==> src/hdl/frsu_pkg.sv <==
// ----------------------------------------------------------------------------
// Float round and sign unit package
// Opcodes, float constants and fixed-point widths shared by the unit's modules.
// ----------------------------------------------------------------------------
package frsu_pkg;

  // Instruction codes carried in the input word's tuser field.
  typedef enum logic [3:0] {
    OP_ROUND     = 4'd0,
    OP_ROUNDEVEN = 4'd1,
    OP_TRUNC     = 4'd2,
    OP_FABS      = 4'd3,
    OP_SABS      = 4'd4,
    OP_FSIGN     = 4'd5,
    OP_SSIGN     = 4'd6,
    OP_FLOOR     = 4'd7,
    OP_CEIL      = 4'd8,
    OP_FRACT     = 4'd9
  } op_t;

  // Binary32 constants.
  localparam logic [31:0] F_ONE       = 32'h3F80_0000;
  localparam logic [31:0] F_MINUS_ONE = 32'hBF80_0000;
  localparam logic [31:0] F_QNAN      = 32'h7FC0_0000;
  localparam logic [31:0] QUIET_BIT   = 32'h0040_0000;

  // The fract path works on a fixed-point value with FIX_W fraction bits.
  localparam int FIX_W = 48;
  localparam int D_W   = FIX_W + 1;
  localparam int POS_W = 6;

  // Exponent of a fixed-point value whose leading one is at bit zero.
  localparam logic [7:0] FIX_EXP_BASE = 8'(127 - FIX_W);

endpackage

==> src/hdl/frsu_norm.sv <==
// ----------------------------------------------------------------------------
// Fract normalizer
// Two-step normalize and round-to-nearest-even of a positive fixed-point value
// below 1.0 into a binary32 word. The leading-one search is registered first.
// ----------------------------------------------------------------------------
module frsu_norm
  import frsu_pkg::*;
(
  input  logic             clk,
  input  logic             en,
  input  logic [D_W-1:0]   d,     // fixed point, FIX_W fraction bits, nonzero
  output logic [31:0]      word   // binary32 of the registered value
);

  logic [POS_W-1:0] p_next;
  logic [D_W-1:0]   dq;
  logic [POS_W-1:0] pq;
  logic [D_W-1:0]   a;
  logic [23:0]      mant;
  logic             guard;
  logic             sticky;
  logic [24:0]      mant_r;
  logic [7:0]       exp;

  // Leading-one position; the highest set bit wins.
  always_comb begin
    p_next = '0;
    for (int i = 0; i < D_W; i++) begin
      if (d[i]) p_next = POS_W'(i);
    end
  end

  // Value and its leading-one position move together.
  always_ff @(posedge clk) begin
    if (en) begin
      dq <= d;
      pq <= p_next;
    end
  end

  // Align the leading one to the top bit, then round to 24 bits.
  always_comb begin
    a      = dq << (POS_W'(FIX_W) - pq);
    mant   = a[D_W-1 -: 24];
    guard  = a[D_W-25];
    sticky = |a[D_W-26:0];
    mant_r = {1'b0, mant} + 25'(guard & (sticky | mant[0]));
    exp    = FIX_EXP_BASE + {2'b00, pq} + {7'd0, mant_r[24]};
    word   = {1'b0, exp, mant_r[24] ? 23'd0 : mant_r[22:0]};
  end

endmodule

==> src/hdl/float_round_sign_unit.sv <==
// ----------------------------------------------------------------------------
// Float round and sign unit
// Executes one rounding or sign instruction on one 32-bit element per word.
//
//   channel  dir  tdata               tuser
//   s_*      in   [31:0] operand      [3:0] req_type
//   m_*      out  [31:0] result       [0]   unsupported
//
// Four register stages: input, operation, normalize, output. A new word is
// taken every cycle while the output register is empty or read.
// All stages advance together whenever the output register is empty or read,
// so a stall at m_tready holds the whole pipeline.
// Reset clears the stage valid bits only.
// ----------------------------------------------------------------------------
module float_round_sign_unit
  import frsu_pkg::*;
(
  input  logic        clk,
  input  logic        rst,
  input  logic        s_tvalid,
  output logic        s_tready,
  input  logic [31:0] s_tdata,   // [31:0] operand
  input  logic [3:0]  s_tuser,   // [3:0] req_type
  output logic        m_tvalid,
  input  logic        m_tready,
  output logic [31:0] m_tdata,   // [31:0] result
  output logic [0:0]  m_tuser    // [0] unsupported
);

  logic           adv;
  logic           v1, v2, v3;
  logic [3:0]     op1;
  logic [31:0]    x1;
  logic [31:0]    res_next, res2, res3;
  logic           bad_next, bad2, bad3;
  logic           norm_next, norm2, norm3;
  logic [D_W-1:0] d_next, d2;
  logic [31:0]    norm_word;

  // Round to an integral value in the mode given by the opcode.
  function automatic logic [31:0] round_int(input logic [31:0] x, input op_t op);
    logic        s;
    logic [7:0]  be;
    logic [22:0] frac;
    logic [4:0]  nf;
    logic [23:0] m, mask, fr, ip, half;
    logic [24:0] ips;
    logic        up;
    logic [31:0] r;
    s    = x[31];
    be   = x[30:23];
    frac = x[22:0];
    nf   = 5'(8'd150 - be);
    m    = {1'b1, frac};
    mask = (24'd1 << nf) - 24'd1;
    fr   = m & mask;
    ip   = m & ~mask;
    half = 24'd1 << (nf - 5'd1);
    up   = 1'b0;
    ips  = '0;
    r    = x;
    if (be == 8'hFF) begin
      r = (frac != 23'd0) ? (x | QUIET_BIT) : x;
    end else if (be >= 8'd150 || (be == 8'd0 && frac == 23'd0)) begin
      r = x;
    end else if (be < 8'd127) begin
      // Magnitude below one: the result is zero or one, sign kept.
      case (op)
        OP_FLOOR:     up = s;
        OP_CEIL:      up = !s;
        OP_ROUND:     up = (be == 8'd126);
        OP_ROUNDEVEN: up = (be == 8'd126) && (frac != 23'd0);
        default:      up = 1'b0;
      endcase
      r = {s, up ? F_ONE[30:0] : 31'd0};
    end else if (fr == 24'd0) begin
      r = x;
    end else begin
      case (op)
        OP_FLOOR:     up = s;
        OP_CEIL:      up = !s;
        OP_ROUND:     up = (fr >= half);
        OP_ROUNDEVEN: up = (fr > half) || (fr == half && ip[nf]);
        default:      up = 1'b0;
      endcase
      ips = {1'b0, ip} + (up ? (25'd1 << nf) : 25'd0);
      if (ips[24]) r = {s, be + 8'd1, 23'd0};
      else         r = {s, be, ips[22:0]};
    end
    return r;
  endfunction

  assign adv      = !m_tvalid || m_tready;
  assign s_tready = adv;

  // Input register.
  always_ff @(posedge clk) begin
    if (rst) begin
      v1 <= 1'b0;
    end else if (adv) begin
      v1 <= s_tvalid;
    end
    if (adv) begin
      op1 <= s_tuser;
      x1  <= s_tdata;
    end
  end

  // Operation decode; fract prepares a fixed-point value for the normalizer.
  always_comb begin
    logic        s;
    logic [7:0]  be, beff, nf;
    logic [22:0] frac;
    logic [23:0] sig, sigf;
    logic [71:0] fw;
    logic [FIX_W-1:0] f;
    s         = x1[31];
    be        = x1[30:23];
    frac      = x1[22:0];
    beff      = (be == 8'd0) ? 8'd1 : be;
    nf        = 8'd150 - beff;
    sig       = {be != 8'd0, frac};
    sigf      = (nf >= 8'd24) ? sig : (sig & ((24'd1 << nf[4:0]) - 24'd1));
    fw        = {sigf, 48'd0} >> nf;
    f         = fw[FIX_W-1:0];
    res_next  = '0;
    bad_next  = 1'b0;
    norm_next = 1'b0;
    d_next    = {1'b0, f};
    case (op1)
      OP_ROUND, OP_ROUNDEVEN, OP_TRUNC, OP_FLOOR, OP_CEIL: begin
        res_next = round_int(x1, op_t'(op1));
      end
      OP_FABS: begin
        res_next = {1'b0, x1[30:0]};
      end
      OP_SABS: begin
        res_next = s ? (~x1 + 32'd1) : x1;
      end
      OP_FSIGN: begin
        if ((be == 8'hFF && frac != 23'd0) || x1[30:0] == 31'd0) res_next = '0;
        else res_next = s ? F_MINUS_ONE : F_ONE;
      end
      OP_SSIGN: begin
        res_next = s ? 32'hFFFF_FFFF : ((x1 != 32'd0) ? 32'd1 : 32'd0);
      end
      OP_FRACT: begin
        if (be == 8'hFF) begin
          res_next = (frac != 23'd0) ? (x1 | QUIET_BIT) : F_QNAN;
        end else if (be >= 8'd150 || sigf == 24'd0) begin
          res_next = '0;
        end else if (!s) begin
          // Positive: the fraction bits themselves, exact.
          if (nf >= 8'd24) res_next = x1;
          else norm_next = 1'b1;
        end else if (nf > 8'(FIX_W)) begin
          // Negative with a fraction at or below half an ulp of one.
          res_next = F_ONE;
        end else begin
          norm_next = 1'b1;
          d_next    = (D_W'(1) << FIX_W) - {1'b0, f};
        end
      end
      default: begin
        bad_next = 1'b1;
      end
    endcase
  end

  // Operation register.
  always_ff @(posedge clk) begin
    if (rst) begin
      v2 <= 1'b0;
    end else if (adv) begin
      v2 <= v1;
    end
    if (adv) begin
      res2  <= res_next;
      bad2  <= bad_next;
      norm2 <= norm_next;
      d2    <= d_next;
    end
  end

  frsu_norm u_norm (
    .clk  (clk),
    .en   (adv),
    .d    (d2),
    .word (norm_word)
  );

  // Normalize stage, in step with the register inside the normalizer.
  always_ff @(posedge clk) begin
    if (rst) begin
      v3 <= 1'b0;
    end else if (adv) begin
      v3 <= v2;
    end
    if (adv) begin
      res3  <= res2;
      bad3  <= bad2;
      norm3 <= norm2;
    end
  end

  // Output register.
  always_ff @(posedge clk) begin
    if (rst) begin
      m_tvalid <= 1'b0;
    end else if (adv) begin
      m_tvalid <= v3;
    end
    if (adv) begin
      m_tdata    <= norm3 ? norm_word : res3;
      m_tuser[0] <= bad3;
    end
  end

  // An unsupported opcode always returns zero.
  a_bad_zero : assert property (@(posedge clk) disable iff (rst)
    m_tvalid && m_tuser[0] |-> m_tdata == 32'd0)
    else $error("unsupported opcode returned a nonzero result");

  // A word in the input register reaches the operation register on advance.
  a_v_flow : assert property (@(posedge clk) disable iff (rst)
    adv && v1 |=> v2)
    else $error("word lost between input and operation stages");

  // A normalized fract result is positive, with an exponent no greater than one's.
  a_fract_range : assert property (@(posedge clk) disable iff (rst)
    v3 && norm3 |-> !norm_word[31] && norm_word[30:23] <= 8'd127)
    else $error("fract result out of range");

  // Unsupported and fract normalization never coincide.
  a_bad_norm : assert property (@(posedge clk) disable iff (rst)
    v2 && bad2 |-> !norm2)
    else $error("unsupported word marked for normalization");

endmodule
==> config.mk <==
export PLATFORM = sky130hd
export DESIGN_NAME = float_round_sign_unit
export DESIGN_NICKNAME = d
export VERILOG_FILES = /design/src/hdl/frsu_pkg.sv /design/src/hdl/frsu_norm.sv /design/src/hdl/float_round_sign_unit.sv
export SDC_FILE = /design/constraint.sdc
export NUM_CORES = 1
export LEC_CHECK = 0
export BUFFER_PORTS_ARGS = -buffer_cell sky130_fd_sc_hd__buf_2
export CAP_MARGIN = 40
export CORE_MARGIN = 4
export CORE_UTILIZATION = 25
export CTS_CLUSTER_DIAMETER = 100
export DETAILED_ROUTE_END_ITERATION = 10
export RECOVER_POWER = 25
export SYNTH_ARGS = -nofsm -noshare
export SYNTH_HDL_FRONTEND = slang
export SYNTH_SLANG_ARGS = --single-unit
export TNS_END_PERCENT = 30
==> constraint.sdc <==
create_clock -name clk -period 8.7 [get_ports clk]
set_input_delay 0 -clock clk [delete_from_list [all_inputs] [get_ports clk]]
set_output_delay 0 -clock clk [all_outputs]
set_load 0.01 [all_outputs]
==> results of run 1 <==
[worst max-delay path, stage by stage (launching register included)]
cell and delay (ns):
edfxtp_1 0.47, inv_1 0.16, buf_4 0.23, ha_1 0.23
or4b_4 0.54, o41ai_2 0.49, inv_1 0.13, ha_1 0.28
nor3b_1 0.38, a21boi_1 0.26, nand3_1 0.16, a31oi_1 0.36
a31oi_1 0.21, o311ai_2 0.62, a2bb2oi_1 0.28, mux4_2 0.57
a222oi_1 0.39, buf_4 0.19, o2111ai_1 0.18, or4_4 0.59
or3b_1 0.68, or3_1 0.48, nor4_2 0.26
[report_power, final]
part           switching [uW]  internal (uW)  leakage, uW
Combinational            1940           1160      0.00670
Sequential                118           1460      0.00283
Clock                     569            751     0.000508
Total                    2620           3370       0.0100
[cells in the mapped netlist, drive strengths merged (11+ instances only)]
cell,count,area [um^2]
o221ai,18,158
a22oi,17,128
o21a,29,218
or2,23,144
clkbuf,137,517
inv,75,282
o41ai,19,223
nor3,88,445
and2,33,206
and3,25,156
nand2b,19,121
nor4,37,244
o31ai,38,285
nand4,30,188
or3,18,113
o22ai,26,169
o311ai,11,104
a211oi,41,320
mux4,55,1240
nand2,252,946
nand3,80,405
o2111ai,11,96.3
ha,68,851
mux2i,68,684
o21ai,141,709
edfxtp,241,7240
buf,44,216
a21o,35,263
mux2,22,248
a31oi,45,282
nor2,252,948
or4,12,93.8
o21bai,12,90.1
xnor2,73,647
a21oi,154,774
a32oi,12,105
nor2b,33,206
a31o,17,149
xor2,43,384
a221oi,12,105
o211ai,41,308
[logic make-up (layout without fill, tap and decap cells)]
group,count (synthesis),count (layout)
fa+ha+maj,70,70
simple gates,935,935
buf+inv,257,390
flops,245,245
mux,145,145
xor+xnor,116,116
compound gates,792,792
[sequential cells by signal, indices dropped and copies added, names as in the netlist]
| register | count |
|---|---|
| bad2 | 1 |
| bad3 | 1 |
| d2 | 49 |
| m_tdata | 32 |
| m_tuser | 1 |
| m_tvalid | 1 |
| norm2 | 1 |
| norm3 | 1 |
| op1 | 4 |
| res2 | 32 |
| res3 | 32 |
| u_norm.dq | 49 |
| u_norm.pq | 6 |
| v1 | 1 |
| v2 | 1 |
| v3 | 1 |
| x1 | 32 |
[area by class of cell]
class,count,area (um^2),area share [%]
multi-input combinational,2058,14300,54.5
sequential,245,7320,27.9
timing repair buffer,257,1860,7.09
tap,1165,1460,5.56
clock buffer,33,783,2.99
inverter,76,285,1.09
clock inverter,24,244,0.930
[cells in the final DEF, fill, tap and decap left out, types with 31 or more instances in the layout]
| cell type | count |
|---|---|
| a211oi_1 | 40 |
| a21o_1 | 35 |
| a21oi_1 | 151 |
| a31oi_1 | 45 |
| and2_1 | 31 |
| buf_2 | 67 |
| buf_4 | 137 |
| clkbuf_16 | 31 |
| dlygate4sd3_1 | 41 |
| edfxtp_1 | 241 |
| ha_1 | 65 |
| inv_1 | 74 |
| mux2i_1 | 67 |
| mux4_2 | 55 |
| nand2_1 | 252 |
| nand3_1 | 79 |
| nor2_1 | 251 |
| nor2b_1 | 33 |
| nor3_1 | 85 |
| nor4_1 | 35 |
| o211ai_1 | 41 |
| o21ai_0 | 134 |
| o31ai_1 | 37 |
| xnor2_1 | 66 |
| xor2_1 | 40 |
[stage by stage]
stage          worst slack, ns  utilization (%)
6_report                 0.335             29.5
2_1_floorplan           0.0365                -
3_3_place_gp             0.226             27.8
5_1_grt                -0.0416             29.5
3_5_place_dp             0.170             27.8
4_1_cts                  0.110             29.4
[worst min path at each step]
stage | start | end | slack (ns)
after detailed placement | s_tdata[18] | x1[18] | 0.18
final | s_tdata[27] | x1[27] | 0.09
after CTS | s_tdata[21] | x1[21] | 0.05
after global placement | s_tuser[2] | op1[2] | 0.18
after floorplan | rst | m_tvalid | 0.07
after global routing | s_tdata[21] | x1[21] | 0.07
[timing repair]
item | 4_1_cts | 5_1_grt
setup buffers | 0 | 10
setup endpoints to repair | 0 | 31
resized for setup | 0 | 12
hold buffers | 41 | 0
hold endpoints to repair | 48 | 0
[per-layer routing]
layer  vias up  global-route usage [%]  part of all wire (%)
li1      10100                       -                     -
met2      1363                    26.2                    41
met4         0                    8.18                   5.5
met5         -                       0                     0
met1     10500                    24.6                    41
met3       301                    4.25                    12
==> key figures, run 1 <==
CTS
  – CTS tree: done
  – Clk slew on worst S/H paths: 0.06 ns
  – Root buf cell: clkbuf_16
  – Worst-Skew Late Latency: 0.62 ns
  – Num CTS Buffers: 31
  – H-Tree Depth: 1
  – Clock sink count: between 200 and 250
  – CTS max path bufs: 3

Floorplanning
  – Core Region: just under 0.09 mm^2
  – Initial core utilization: approximately 25%
  – DIE AREA: 0.0947 mm^2
  – Chip Width: just over 300 um
  – Io pins: 75
  – Die Ht: roughly 310 um
  – FP Rows: around 110

Detailed routing
  – Drt pass-1 iters: 9
  – Routed Antenna Nets: 0
  – Final wirelength: just under 90000 um
  – DR DRC count: 0
  – Number of DRC violations after detailed-routing iteration 0: between 3000 and 4000
  – Vias: roughly 22000
  – Average wire per standard cell: between 20 and 25 um
  – Vias/cell: between 5 and 6

Critical path
  – Worst r2r src: x1[23]
  – Critical path capture point type: flop
  – Worst-path fanout max: 16
  – Critical R2R Capture: d2[48]
  – CP Launch Point: x1[23]
  – CP arrival: 8.80 ns
  – Worst R2R Path Depth: 22
  – Worst path required time: roughly 9.1 ns
  – CP Capture Point: d2[48]
  – Flop-to-flop setup slack: around 0.34 ns
  – Crit Path Class: flop to flop
  – Startpoint type of the worst setup path: flop

Global route
  – GRT Overall Usage: 17.8%
  – First-pass GRT wire length: around 130000 um
  – Number of global-route vias before repair: slightly above 20000
  – Largest net degree at the start of global routing: between 150 and 200
  – Initial antenna violation count: 1
  – Total gr overflow: 0

Timing
  – Max Fclk: around 120 MHz
  – Max_slew headroom: around 25%
  – Skew final: roughly 0.013 ns
  – Final hold violation count: 0
  – Hold WS: approximately 0.085 ns
  – Max Slew Vio Count: 0
  – Setup_tns: 0 ns
  – Final Critical Period: around 8.4 ns
  – Worst Tran Pin Value: approximately 1.1 ns
  – # setup viols final: 0
  – Final worst-path cycle share: between 90 and 100%

Synthesis
  – Sequential fraction of the synthesis area: 32.6%
  – Post-synth design cell area: ~0.022 mm^2
  – YS warnings: 0
  – Mux share of post-synthesis cell area: approximately a tenth
  – Post-Synth Adder-Cell Area: under 10%
  – Post-Syn Nets: about 2700
  – Top FF cell, synth: edfxtp_1
  – Synth unique cells: around 110
  – Compound-Gate Fraction of Synth Area: 24.7%
  – Synth Area in XOR/XNOR: under 10%
  – Syn Area/Cell: 8.77 um^2
  – Largest family of logic cells by synthesized area: compound AO/OA/AOI/OAI gates
  – Synth Register Bits: between 200 and 250
  – Post-Syn Instances: between 2000 and 3000
  – Simple-Gate Fraction of Synth Area: between 20% and 30%
  – Post-synth ARST share: 0%
  – EDFF count, synth: 241

Power
  – Total power: around 6000 uW
  – Power Density: approximately 230 mW/mm^2
  – Worst VDD drop: between 0.00015 and 0.0002 V
  – Pleak: about 0.01 uW

Finish
  – Nets: between 2000 and 3000
  – Fillers: about 9300
  – Layout cells sized above 1: roughly 16%
  – Synthesis-to-finish area growth: 16.8%
  – Fin area: around 0.026 mm^2
  – ANT cells: 0
  – Final Non-Filler Cells: between 3000 and 4000

Placed design
  – HPWL Detailed: about 66000 um
  – Post-Place Cells: approximately 3800
  – Placed instance area: approximately 0.025 mm^2
  – IO Port Bufs: between 70 and 80
  – Final Wtd Congestion: approximately 1.0

Worst hold path
  – Hold Path Cell Cnt: 2
  – Hold crit path type: input port to flop

Job
  – Max cap viols: 0

Outcome
  – Run status: finished, final reports clean
Power figures use the tool's default switching activity.
==> run 2, diff against run 1 <==
--- a/config.mk
+++ b/config.mk
@@ -7,10 +7,13 @@
 export LEC_CHECK = 0
 export BUFFER_PORTS_ARGS = -buffer_cell sky130_fd_sc_hd__buf_2
 export CAP_MARGIN = 40
+export CELL_PAD_IN_SITES_DETAIL_PLACEMENT = 2
+export CELL_PAD_IN_SITES_GLOBAL_PLACEMENT = 2
 export CORE_MARGIN = 4
 export CORE_UTILIZATION = 25
 export CTS_CLUSTER_DIAMETER = 100
 export DETAILED_ROUTE_END_ITERATION = 10
+export PLACE_DENSITY_LB_ADDON = 0.1
 export RECOVER_POWER = 25
 export SYNTH_ARGS = -nofsm -noshare
 export SYNTH_HDL_FRONTEND = slang
==> run 2 against run 1 <==
Net effect: power is 8.3% higher; global-route usage increased by 5.8 points; final area is 1.8% higher; critical path depth grew 14; hold slack better by 0.029 ns; non-clock buffer count is 15 higher; wire length up 31%; via count grew 1.9%; combinational power grew 9.4%; sequential cell count stayed put; count of clock-buffer cells in the layout up 11; final cell count is 0.67% higher; critical path type unchanged; largest cell class unchanged.
==> key figures, run 2 (same netlist as run 1, synthesis figures left out) <==
Job
  – Max cap viols: 0 (unchanged)

Finish
  – Most frequent cells in the layout: nand2_1, nor2_1, edfxtp_1 (unchanged)
  – Multi-input logic area: 0.0144 mm^2 (was 0.0143 mm^2)
  – Total area of sequential cells: 0.00732 mm^2 (unchanged)
  – Top flop regs: d2 (49), u_norm.dq (49) (unchanged)
  – Commonest non-fill, non-tap cell in the layout: nand2_1 (unchanged)
  – Layout cells sized above 1: 17.1% (was 15.9%)
  – Nets: 2797 (was 2778)
  – Final cell utilization of the core: 30.1% (was 29.5%)
  – Synthesis-to-finish area growth: 18.9% (was 16.8%)
  – Fillers: 9878 (was 9309)

Global route
  – First-pass GRT wire length: 167000 um (was 132000 um)
  – GRT Overall Usage: 23.5% (was 17.8%)
  – Total gr overflow: 0 (unchanged)
  – Largest net degree at the start of global routing: 144 (was 166)
  – Number of global-route vias before repair: 23600 (was 20500)
  – Initial antenna violation count: 3 (was 1)

Timing
  – # setup viols final: 0 (unchanged)
  – Skew final: 0.0518 ns (was 0.0134 ns)
  – Max Slew Vio Count: 0 (unchanged)
  – Max Fclk: 120 MHz (about the same)
  – Max_slew headroom: 36.9% (was 24.7%)
  – Final hold violation count: 0 (unchanged)
  – Worst Tran Pin Value: 0.939 ns (was 1.13 ns)
  – Setup_tns: 0 ns (unchanged)
  – Final worst-path cycle share: 95.7% (was 96.1%)
  – Final Critical Period: 8.32 ns (was 8.36 ns)

Critical path
  – Top delay family on crit path: compound AO/OA/AOI/OAI gates (was simple AND/OR/NAND/NOR gates)
  – Crit Path Class: flop to flop (unchanged)
  – Slowest cell on the critical path: edfxtp_1 (was or3b_1)
  – WP buf/inv: 2 (was 4)
  – Worst-path fanout max: 7 (was 16)
  – Critical path capture point type: flop (unchanged)
  – Startpoint type of the worst setup path: flop (unchanged)
  – Most repeated library cell on the critical path: a21o_1
  – CP arrival: 8.63 ns (was 8.80 ns)
  – Worst path required time: 9.01 ns (was 9.14 ns)
  – Slowest stage delay, CP: 0.51 ns (was 0.68 ns)

Placed design
  – HPWL Detailed: 89800 um (was 66200 um)
  – IO Port Bufs: 74 (unchanged)
  – Final Wtd Congestion: 0.910 (was 0.996)

Detailed routing
  – Vias/cell: 5.82 (was 5.75)
  – Drt pass-1 iters: 5 (was 9)
  – Number of DRC violations after detailed-routing iteration 0: 1644 (was 3089)
  – Routed Antenna Nets: 0 (unchanged)
  – Vias: 22600 (was 22200)
  – DR DRC count: 0 (unchanged)
  – Average wire per standard cell: 29.5 um (was 22.8 um)
  – Final wirelength: 115000 um (was 87800 um)

Worst hold path
  – Hold crit path type: input port to flop (unchanged)

CTS
  – Clk slew on worst S/H paths: 0.07 ns (was 0.06 ns)
  – CTS max path bufs: 3 (unchanged)
  – Root buf cell: clkbuf_16 (unchanged)
  – Clock sink count: 245 (unchanged)
  – CTS tree: done (unchanged)
  – Worst-Skew Late Latency: 0.59 ns (was 0.62 ns)
  – H-Tree Depth: 2 (was 1)
  – Num CTS Buffers: 35 (was 31)

Floorplanning
  – Io pins: 75 (unchanged)
  – DIE AREA: 0.0947 mm^2 (unchanged)
  – Core Region: 0.0888 mm^2 (unchanged)
  – FP Rows: 109 (unchanged)
  – Initial core utilization: 25.3% (unchanged)
  – Die Ht: 308 um (unchanged)
  – Chip Width: 308 um (unchanged)

Power
  – Power Density: 243 mW/mm^2 (was 229 mW/mm^2)
  – Worst VDD drop: 0.000154 V (was 0.000177 V)
  – Pleak: 0.0102 uW (was 0.0100 uW)

Outcome
  – Run status: finished, final reports clean (unchanged)
## run 2: changes by cell type in the layout (fill, tap and decap cells not counted), moves of 3 or more
cell,change
buf_2,-7
buf_4,+13
clkbuf_1,+14
clkbuf_16,+4
clkinv_1,-5
clkinvlp_4,+3
diode_2,+4
dlygate4sd3_1,-3
inv_6,-5
nor4_1,-4
nor4_2,+4
## run 2: power breakdown
| part | total (uW) | internal, uW | switching, uW |
|---|---|---|---|
| logic | 3390 | 1190 | 2200 |
| registers | 1590 | 1460 | 127 |
| clock network | 1510 | 899 | 610 |
## run 2: area by class of cell
cell class / count / share of cell area, %
clock buffer: 44 / 3.48
clock inverter: 20 / 1.09
timing repair buffer: 272 / 7.46
antenna: 4 / 0.0375
tap: 1165 / 5.46
multi-input combinational: 2058 / 54.0
inverter: 76 / 1.07
sequential: 245 / 27.4
## run 2: metal layers
metal,vias to the layer above,GRT usage (%),share of wire [%]
met5,-,0,0
met2,671,37.0,44
li1,10100,-,-
met4,0,9.43,4.3
met3,178,3.62,5.4
met1,11700,32.4,46
## run 2: path summary, 6_finish.rpt
check | startpoint | endpoint | slack [ns] | depth (start not counted)
max | x1[24] | res2[13] | 0.38 | 36
min | s_tdata[0] | x1[0] | 0.11 | 2
max reg2reg | x1[24] | res2[13] | 0.38 | 36
min reg2reg | norm2 | norm3 | 0.41 | 0
## run 2: through the flow
| stage | total power (uW) | area, um^2 | cells | setup slack (ns) | hold WS [ns] |
|---|---|---|---|---|---|
| after floorplan | 3740 | 22500 | 2560 | 0.0365 | 0.0691 |
| after global placement | 4890 | 24800 | 3763 | 0.253 | 0.176 |
| after detailed placement | 4950 | 24900 | 3770 | -0.0639 | 0.179 |
| after CTS | 6520 | 26500 | 3872 | 0.0316 | 0.0798 |
| after global routing | 6850 | 26700 | 3880 | -0.00609 | 0.111 |
| final | 6490 | 26700 | 3884 | 0.378 | 0.114 |
## run 2: timing repair
action	in CTS	in global routing
setup endpoints to repair	17	61
hold endpoints to repair	40	0
resized for setup	2	34
pin swaps	0	3
hold buffers	38	0
buffers inserted	0	8
